<file path="src/assert_macros.svh">
// Assertion macros for the chained hash map RTL.
// Used by the top level; expects clk and rst in scope.
`ifndef ASSERT_MACROS_SVH
`define ASSERT_MACROS_SVH

// Check a property on every clock while out of reset.
`define CHM_ASSERT(name, prop, msg) \
  name: assert property (@(posedge clk) disable iff (rst) prop) else $error(msg);

// Check a property on every clock, reset included.
`define CHM_ASSERT_ALWAYS(name, prop, msg) \
  name: assert property (@(posedge clk) prop) else $error(msg);

`endif

</file>
<file path="src/chm_pkg.sv">
// Package for the chained hash map: sizes, hash constants, payload and store types.
// No dependencies.
`timescale 1ns / 1ps
package chm_pkg;

  // Bucket count must be a power of two.
  localparam int BUCKETS = 512;
  localparam int CAP     = 512;

  localparam int BKT_W   = $clog2(BUCKETS);
  localparam int SLOT_W  = $clog2(CAP);
  localparam int IDX_W   = $clog2(CAP + 1);
  localparam int TOTAL_W = 10;
  localparam int CLR_MAX = (BUCKETS > CAP) ? BUCKETS : CAP;
  localparam int CLR_W   = $clog2(CLR_MAX);

  localparam logic [63:0] FNV_OFFSET   = 64'hcbf29ce484222325;
  localparam int          PRIME_SHIFT  = 40;
  localparam logic [8:0]  PRIME_LO     = 9'h1b3;
  localparam int          HASH_ROUNDS  = 8;

  localparam logic [IDX_W-1:0] NO_ENTRY = IDX_W'(CAP);

  localparam logic [1:0] MODE_GET    = 2'd0;
  localparam logic [1:0] MODE_PUT    = 2'd1;
  localparam logic [1:0] MODE_REMOVE = 2'd2;

  typedef struct packed {
    logic [1:0]  mode;
    logic [63:0] key;
    logic [63:0] value;
  } req_t;

  typedef struct packed {
    logic               found;
    logic [63:0]        old_value;
    logic               status;
    logic [TOTAL_W-1:0] entry_total;
  } rsp_t;

  typedef struct packed {
    logic              head_we;
    logic [BKT_W-1:0]  head_waddr;
    logic [IDX_W-1:0]  head_wdata;
    logic [BKT_W-1:0]  head_raddr;
    logic              key_we;
    logic              val_we;
    logic              link_we;
    logic [SLOT_W-1:0] ent_waddr;
    logic [63:0]       ent_key;
    logic [63:0]       ent_val;
    logic [IDX_W-1:0]  ent_link;
    logic [SLOT_W-1:0] ent_raddr;
    logic              free_we;
    logic [SLOT_W-1:0] free_waddr;
    logic [SLOT_W-1:0] free_wdata;
    logic [SLOT_W-1:0] free_raddr;
  } store_cmd_t;

  typedef struct packed {
    logic [IDX_W-1:0]  head;
    logic [63:0]       key;
    logic [63:0]       val;
    logic [IDX_W-1:0]  link;
    logic [SLOT_W-1:0] free;
  } store_rd_t;

endpackage

</file>
<file path="src/chm_hash.sv">
// Iterative FNV-1 64 hash unit: one multiply-xor round per cycle.
// Depends on chm_pkg.
`timescale 1ns / 1ps
module chm_hash (
  input  logic                      clk,
  input  logic                      rst,
  input  logic                      start,
  input  logic [63:0]               key,
  output logic                      done,
  output logic [chm_pkg::BKT_W-1:0] bucket
);

  logic [63:0] h;
  logic [63:0] key_q;
  logic [2:0]  rnd;
  logic        run;
  logic [63:0] h_next;

  // Multiply by the prime as a shift plus a narrow product.
  assign h_next = ((h << chm_pkg::PRIME_SHIFT) + (h * {55'd0, chm_pkg::PRIME_LO}))
                  ^ {56'd0, key_q[{rnd, 3'b000} +: 8]};
  assign bucket = h[chm_pkg::BKT_W-1:0];

  always_ff @(posedge clk) begin
    if (rst) begin
      run  <= 1'b0;
      done <= 1'b0;
      rnd  <= '0;
    end else begin
      done <= 1'b0;
      if (start) begin
        run   <= 1'b1;
        rnd   <= '0;
        h     <= chm_pkg::FNV_OFFSET;
        key_q <= key;
      end else if (run) begin
        h   <= h_next;
        rnd <= rnd + 3'd1;
        if (rnd == 3'(chm_pkg::HASH_ROUNDS - 1)) begin
          run  <= 1'b0;
          done <= 1'b1;
        end
      end
    end
  end

endmodule

</file>
<file path="config.mk">
export PLATFORM = sky130hd
export DESIGN_NAME = chm_hash
export DESIGN_NICKNAME = d
export VERILOG_FILES = /design/src/assert_macros.svh /design/src/chm_pkg.sv /design/src/chm_hash.sv
export SDC_FILE = /design/constraint.sdc
export NUM_CORES = 1
export LEC_CHECK = 0
export BUFFER_PORTS_ARGS = -buffer_cell sky130_fd_sc_hd__buf_2
export CAP_MARGIN = 20
export CORE_AREA = 5 5 92 94
export DETAILED_ROUTE_END_ITERATION = 8
export DIE_AREA = 0 0 97 99
export PLACE_DENSITY = 0.78
export SYNTH_ARGS = -nofsm -noshare
export SYNTH_HDL_FRONTEND = slang
export SYNTH_SLANG_ARGS = --single-unit
</file>
<file path="constraint.sdc">
create_clock -name clk -period 4.25 [get_ports clk]
set_input_delay 0 -clock clk [delete_from_list [all_inputs] [get_ports clk]]
set_output_delay 0 -clock clk [all_outputs]
set_load 0.005 [all_outputs]
</file>
==> results of run 1 <==
[sequential cells by signal (all words and copies together) (netlist names)]
| name | flops |
|---|---|
| done | 1 |
| h | 9 |
| key_q | 64 |
| rnd | 3 |
| run | 1 |
[area by class of cell]
class	instances	area share [%]
Sequential cell	78	46.2
Multi-Input combinational cell	129	26.2
Timing Repair Buffer	142	20.9
Clock buffer	10	2.57
Tap cell	102	2.57
Clock inverter	5	1.03
Inverter	7	0.529
Antenna cell	1	0.0504
[power by group]
group	internal (W)	switching [W]	leakage (nW)	total, W
clock network	0.000264	0.000255	0.0896	0.000519
logic	0.000542	0.000490	1.10	0.00103
registers	0.000941	0.0000371	0.726	0.000978
total	0.00175	0.000782	1.92	0.00253
[worst max-delay path by stage]
stage | startpoint | end | slack (ps) | cells after the start
floorplan | start | key_q[0]$_DFFE_PP_ | 590 | 2
global placement | h[0]$_SDFFCE_PP1P_ | h[8]$_SDFFCE_PP1P_ | 710 | 11
detailed placement | h[0]$_SDFFCE_PP1P_ | h[8]$_SDFFCE_PP1P_ | 610 | 11
CTS | h[0]$_SDFFCE_PP1P_ | h[8]$_SDFFCE_PP1P_ | 590 | 11
global route | h[0]$_SDFFCE_PP1P_ | h[8]$_SDFFCE_PP1P_ | 410 | 11
finish | h[0]$_SDFFCE_PP1P_ | h[8]$_SDFFCE_PP1P_ | 620 | 11
[logic make-up (layout without fill, tap and decap cells)]
| group | count (synthesis) | in the layout | synth area share (%) |
|---|---|---|---|
| other | 0 | 1 | 0 |
| flip-flops | 78 | 78 | 62.1 |
| adder cells (fa/ha/maj) | 33 | 33 | 12.4 |
| buffers and inverters | 15 | 164 | 2.85 |
| AND/OR/NAND/NOR | 23 | 23 | 3.05 |
| AO/OA/AOI/OAI | 18 | 18 | 4.78 |
| XOR/XNOR | 21 | 21 | 4.99 |
| multiplexers | 34 | 34 | 9.77 |
[placed cells by master, fill, tap and decap left out]
| cell type | instances |
|---|---|
| a221oi_1 | 1 |
| clkbuf_8 | 9 |
| clkinvlp_4 | 1 |
| xnor2_1 | 20 |
| dlygate4sd3_1 | 65 |
| nand2b_1 | 5 |
| mux2i_1 | 18 |
| ha_1 | 27 |
| edfxtp_1 | 73 |
| a21o_1 | 1 |
| buf_4 | 1 |
| dfxtp_2 | 1 |
| o22ai_1 | 8 |
| bufinv_16 | 1 |
| xor2_1 | 1 |
| a21oi_1 | 1 |
| diode_2 | 1 |
| clkbuf_1 | 1 |
| a221oi_2 | 7 |
| nor2b_4 | 1 |
| clkinv_1 | 1 |
| nor3_1 | 5 |
| nand2_1 | 2 |
| mux2_1 | 8 |
| inv_1 | 7 |
| nor2_1 | 8 |
| clkinv_2 | 2 |
| nor2b_1 | 2 |
| fa_1 | 6 |
| buf_2 | 76 |
| dfxtp_1 | 4 |
| mux2_2 | 8 |
[per-stage QoR]
stage                     power [W]  cell area, sq um  worst slack (ps)  utilization [%]  hold slack (ps)
after floorplan             0.00176              3690               592                -             76.3
after global placement      0.00196              4130               707             54.6              176
after detailed placement    0.00197              4130               609             54.6              178
after CTS                   0.00253              4960               592             65.6             13.5
after global routing        0.00274              4970               413             65.6             43.6
final                       0.00253              4970               620             65.6             30.4
[worst max-delay path, delay by kind of cell (launching register included)]
family / cells / cell delay [ps]
XOR/XNOR: 2 / 290
AND/OR/NAND/NOR: 1 / 70
flip-flops: 1 / 480
AO/OA/AOI/OAI: 2 / 320
adder cells (fa/ha/maj): 6 / 2210
[per-layer routing]
| layer | routed length, um | track usage, % |
|---|---|---|
| met5 | 0 | 0 |
| met4 | 104 | 5.72 |
| met3 | 594 | 5.24 |
| met2 | 4300 | 32.8 |
| met1 | 3350 | 22.9 |
[timing repair]
item | in CTS | in global routing
hold buffers | 65 | 0
hold endpoints to repair | 69 | 0
setup endpoints to repair | 0 | 0
gates resized for setup | 0 | 0
==> impl_metrics.py, run 1 <==
metrics = {
    "synthesis": {
        "synthFlopType": "edfxtp_1",
        "synth_area_sq_um": 3690,
        "synth_cells": 222,
        "ys_types": 25,
        "ys_seq_area_share_pct": 62.1,
        "async_flop_share_pct": 0,
        "synth_top_area_cell": "edfxtp_1",
        "synth_area_leaders": "edfxtp_1, ha_1, mux2i_1",
        "synth_top_area_share_pct": 59.4,
        "synth_most_common_cell": "edfxtp_1",
        "syn_nets": 322,
        "synth_warnings": 0,
        "synth-edff-count": 73,
        "synth_seq_cells": 78,
        "avgSynthCellArea_sq_um": 16.6,
        "yosys-top-cells-count": "edfxtp_1, ha_1, xnor2_1",
    },
    "worst_setup_path": {
        "cp_data_required_time_ps": 4350,
        "critPathMaxStageDelay_ps": 490,
        "arrival_ps": 3730,
        "critical_path_class": "flip-flop to flip-flop",
        "cp-end-kind": "flip-flop",
        "critical_path.cell_chain": "ha_1, fa_1, ha_1, fa_1, ha_1, ha_1, a21o_1, a21oi_1, xnor2_1, xnor2_1, nand2b_1",
        "critPathLaunchType": "flip-flop",
        "r2r_start": "h[0]$_SDFFCE_PP1P_",
        "crit_slowest_cell": "fa_1",
        "cp_common_cell": "ha_1",
        "rrSetupSlack_ps": 620,
        "r2r_end": "h[8]$_SDFFCE_PP1P_",
        "reg2regPathDepth": 11,
        "crit_fanout": 5,
    },
    "placement": {
        "post-place-cells": 393,
        "port-buffer-count": 76,
        "post-dp-hpwl_um": 4670,
        "gp_congestion": 0.802,
    },
    "pwr": {
        "ir_drop_mv": 0.323,
        "leakage_nw": 1.92,
        "powerDensity_nw_per_um2": 509,
    },
    "min_path": {
        "min_path_type": "input port to flip-flop",
        "worstHoldStart": "start",
        "hold-path-endpoint": "rnd[0]$_SDFFE_PP0P_",
        "hold_path_depth": 2,
    },
    "die": {
        "rows": 32,
        "initial_core_util_pct": 48.7,
        "dieArea_sq_um": 9600,
        "ios": 77,
        "die_h_um": 99,
        "core_sq_um": 7570,
        "die_w_um": 97,
    },
    "timing": {
        "relSlewSlack_pct": 36.7,
        "fin_tns_setup_ps": 0,
        "rsz0062_at_grt": "false",
        "fin_skew_ps": 8.26,
        "hold_viol": 0,
        "finalCriticalPeriod_ps": 3630,
        "finalSetupViolations": 0,
        "finalCritPeriodShare_pct": 85.4,
        "fmax_mhz": 275,
        "worst_pin_slew_ps": 947,
        "drv_slew": 0,
    },
    "drt": {
        "first_pass_iters": 4,
        "drt_wl_total_um": 8350,
        "wl_per_cell_um": 17.6,
        "drtIter0Drc": 130,
        "drtAntennaViolNets": 0,
        "vias": 2351,
        "viasPerCell": 4.96,
        "post-route-drc-count": 0,
    },
    "clocking": {
        "cts_setup_buffers": 0,
        "clk_latency_ps": 350,
        "root_buffer": "clkbuf_8",
        "cts_max_level": 3,
        "cts_buffers": 9,
        "clk_pin_slew_ps": 70,
        "cts_max_path_buffers": 2,
        "tritoncts": "built",
        "clock_sinks": 78,
    },
    "global_routing": {
        "grt_overflow_total": 0,
        "grt_max_degree": 35,
        "grt_pass1_wl_um": 13900,
        "grt_pass1_vias": 2649,
        "antenna_found_initial": 1,
        "grt_use_total_pct": 18.8,
    },
    "status": {
        "run_status": "finished, final reports clean",
    },
    "job": {
        "max-cap-violations": 0,
    },
    "layout": {
        "regArea_sq_um": 2290,
        "fill_cells": 493,
        "layout-drive-gt1-share_pct": 28.8,
        "final_cells": 474,
        "areaGrowthSynthToFinish_pct": 34.6,
        "multi_input_area_sq_um": 1300,
        "final_nets": 467,
    },
}
Power figures use the tool's default switching activity.
==> run 2, diff against run 1 <==
- CELL_PAD_IN_SITES_DETAIL_PLACEMENT: not set -> 1
- CELL_PAD_IN_SITES_GLOBAL_PLACEMENT: not set -> 2
- CORE_AREA: 5 5 92 94 -> 5 5 100 102
- DIE_AREA: 0 0 97 99 -> 0 0 105 107
- PLACE_DENSITY: 0.78 -> 0.89
- clock period: 4.25 -> 4.7 ns (I/O delays scaled with it)
==> run 2 against run 1 <==
Global-route usage grew 0.58 points. Final area grew 0.23%. Register-to-register slack gained 420 ps. Sequential power shrank 9.5%. Critical path type unchanged. Via count grew 4.6%. Fmax shrank 0.82%. Critical path depth is the same. Critical endpoint unchanged. Largest power group unchanged. Combinational power shrank 9%. Flip-flop and latch count is the same. Total power shrank 8.6%.
==> impl_metrics.py, run 2 (same netlist as run 1, synthesis figures left out) <==
metrics = {
    "die": {
        "initial_core_util_pct": 40.9,
        "dieArea_sq_um": 11200,
        "rows": 35,
        "core_sq_um": 9020,
        "die_w_um": 105,
        "ios": 77,
        "die_h_um": 107,
    },
    "layout": {
        "layout_commonest_cell": "buf_2",
        "final_nets": 467,
        "largest_reg_flops": 64,
        "areaGrowthSynthToFinish_pct": 34.9,
        "n_antenna_cell": 0,
        "top_regs": "key_q: 64 flops, h: 9 flops, rnd: 3 flops",
        "final_cells": 483,
        "max_flop_register": "key_q",
        "most-common-layout-cells": "buf_2, edfxtp_1, dlygate4sd3_1, ha_1, xnor2_1",
        "layout-drive-gt1-share_pct": 29.3,
    },
    "clocking": {
        "cts_max_level": 3,
        "clk_pin_slew_ps": 90,
        "tritoncts": "built",
        "clock_sinks": 78,
        "clk_latency_ps": 370,
        "cts_max_path_buffers": 2,
        "cts_resized": 0,
        "cts_setup_buffers": 0,
        "hold_buffers": 65,
        "cts_buffers": 9,
        "root_buffer": "clkbuf_8",
    },
    "global_routing": {
        "grt_overflow_total": 0,
        "busiest_layer": "met2",
        "grt_use_met2_pct": 32.3,
        "grt_max_degree": 65,
        "grt_pass1_vias": 2861,
        "grt_use_total_pct": 19.4,
        "use_met3_pct": 3.91,
        "grt_pass1_wl_um": 16400,
        "met1_usage_pct": 25.5,
        "antenna_found_initial": 0,
    },
    "worst_setup_path": {
        "critPathLaunchType": "flip-flop",
        "crit_buf_inv": 0,
        "critical_path_class": "flip-flop to flip-flop",
        "arrival_ps": 3770,
        "cp_data_required_time_ps": 4810,
        "crit_slowest_cell": "edfxtp_1",
        "cp_common_cell": "ha_1",
        "cp-end-kind": "flip-flop",
        "critical_path.top_delay_family": "adder cells",
        "rrSetupSlack_ps": 1040,
        "crit_fanout": 5,
        "critical_path.cell_chain": "ha_1, fa_1, ha_1, fa_1, ha_1, ha_1, a21o_1, a21oi_1, xnor2_1, xnor2_1, nand2b_1",
        "critPathMaxStageDelay_ps": 510,
    },
    "drt": {
        "viasPerCell": 5.09,
        "drt_wl_total_um": 10400,
        "first_pass_iters": 4,
        "post-route-drc-count": 0,
        "drtIter0Drc": 123,
        "wl_per_cell_um": 21.6,
        "drtAntennaViolNets": 0,
        "vias": 2460,
    },
    "timing": {
        "fin_tns_setup_ps": 0,
        "holdWs_ps": 69.8,
        "relSlewSlack_pct": 29.6,
        "rsz0062_at_grt": "false",
        "drv_slew": 0,
        "hold_viol": 0,
        "worst_pin_slew_ps": 1050,
        "finalCritPeriodShare_pct": 77.9,
        "fmax_mhz": 273,
        "finalSetupViolations": 0,
        "finalCriticalPeriod_ps": 3660,
        "fin_skew_ps": 15.0,
    },
    "placement": {
        "port-buffer-count": 76,
        "post-place-cells": 402,
        "gp_congestion": 0.763,
        "post-dp-hpwl_um": 5640,
    },
    "pwr": {
        "ir_drop_mv": 0.280,
        "leakage_nw": 1.92,
        "power_frac_clock_pct": 21.3,
        "pwr-share-seq_pct": 38.3,
        "power_w": 0.00231,
        "p_comb_share_pct": 40.5,
        "p_int_w": 0.00154,
        "p_switching_w": 0.000770,
        "powerDensity_nw_per_um2": 465,
        "p_sw_share_pct": 33.3,
    },
    "job": {
        "max-cap-violations": 0,
    },
    "min_path": {
        "min_path_type": "input port to flip-flop",
    },
    "status": {
        "run_status": "finished, final reports clean",
    },
}
## run 2: cell types whose count changed in the layout (fill, tap and decap cells not counted), sizes merged
cell    change
bufinv      -1
clkinv      -1
diode       -1
inv         +3
## run 2: metrics by stage
step	setup slack (ps)	utilization (%)	area (sq um)
finish	1040	55.2	4980
detailed placement	1060	46.0	4150
CTS	1030	55.2	4980
global route	872	55.2	4980
floorplan	1040	-	3690
global placement	1140	46.0	4150
## run 2: path summary, 6_finish.rpt
path / start / end / cells past startpoint
worst max-delay path: h[0]$_SDFFCE_PP1P_ / h[8]$_SDFFCE_PP1P_ / 11
worst min-delay path: start / rnd[0]$_SDFFE_PP0P_ / 2
worst max register to register: h[0]$_SDFFCE_PP1P_ / h[8]$_SDFFCE_PP1P_ / 11
worst min register to register: run$_SDFF_PP0_ / done$_SDFF_PP0_ / 2
## run 2: power groups by stage
stage / sequential [W] / combinational, W / clock, W
floorplan: 0.000892 / 0.000700 / 0
global placement: 0.000893 / 0.000878 / 0
detailed placement: 0.000899 / 0.000904 / 0
CTS: 0.000883 / 0.000955 / 0.000481
global route: 0.000893 / 0.00107 / 0.000536
finish: 0.000885 / 0.000936 / 0.000491
## run 2: final cells by class
class,instances,area [sq um]
clock inverters,6,53.8
multi-input cells,129,1300
well taps,111,139
repair buffers,142,1040
flip-flops and latches,78,2290
fillers,901,4040
inverters,7,26.3
clock buffers,10,128
## run 2: worst register-to-register path: cells and delay by family (launching register included)
family | cells | cell delay [ps]
AND/OR/NAND/NOR | 1 | 80
flip-flops | 1 | 510
AO/OA/AOI/OAI | 2 | 330
XOR/XNOR | 2 | 290
adder cells (fa/ha/maj) | 6 | 2210
## run 2: layer usage
metal	vias to the layer above	part of all wire, %
li1	1131	-
met1	1240	44
met2	77	50
met3	12	5.0
met4	0	1.2
met5	-	0
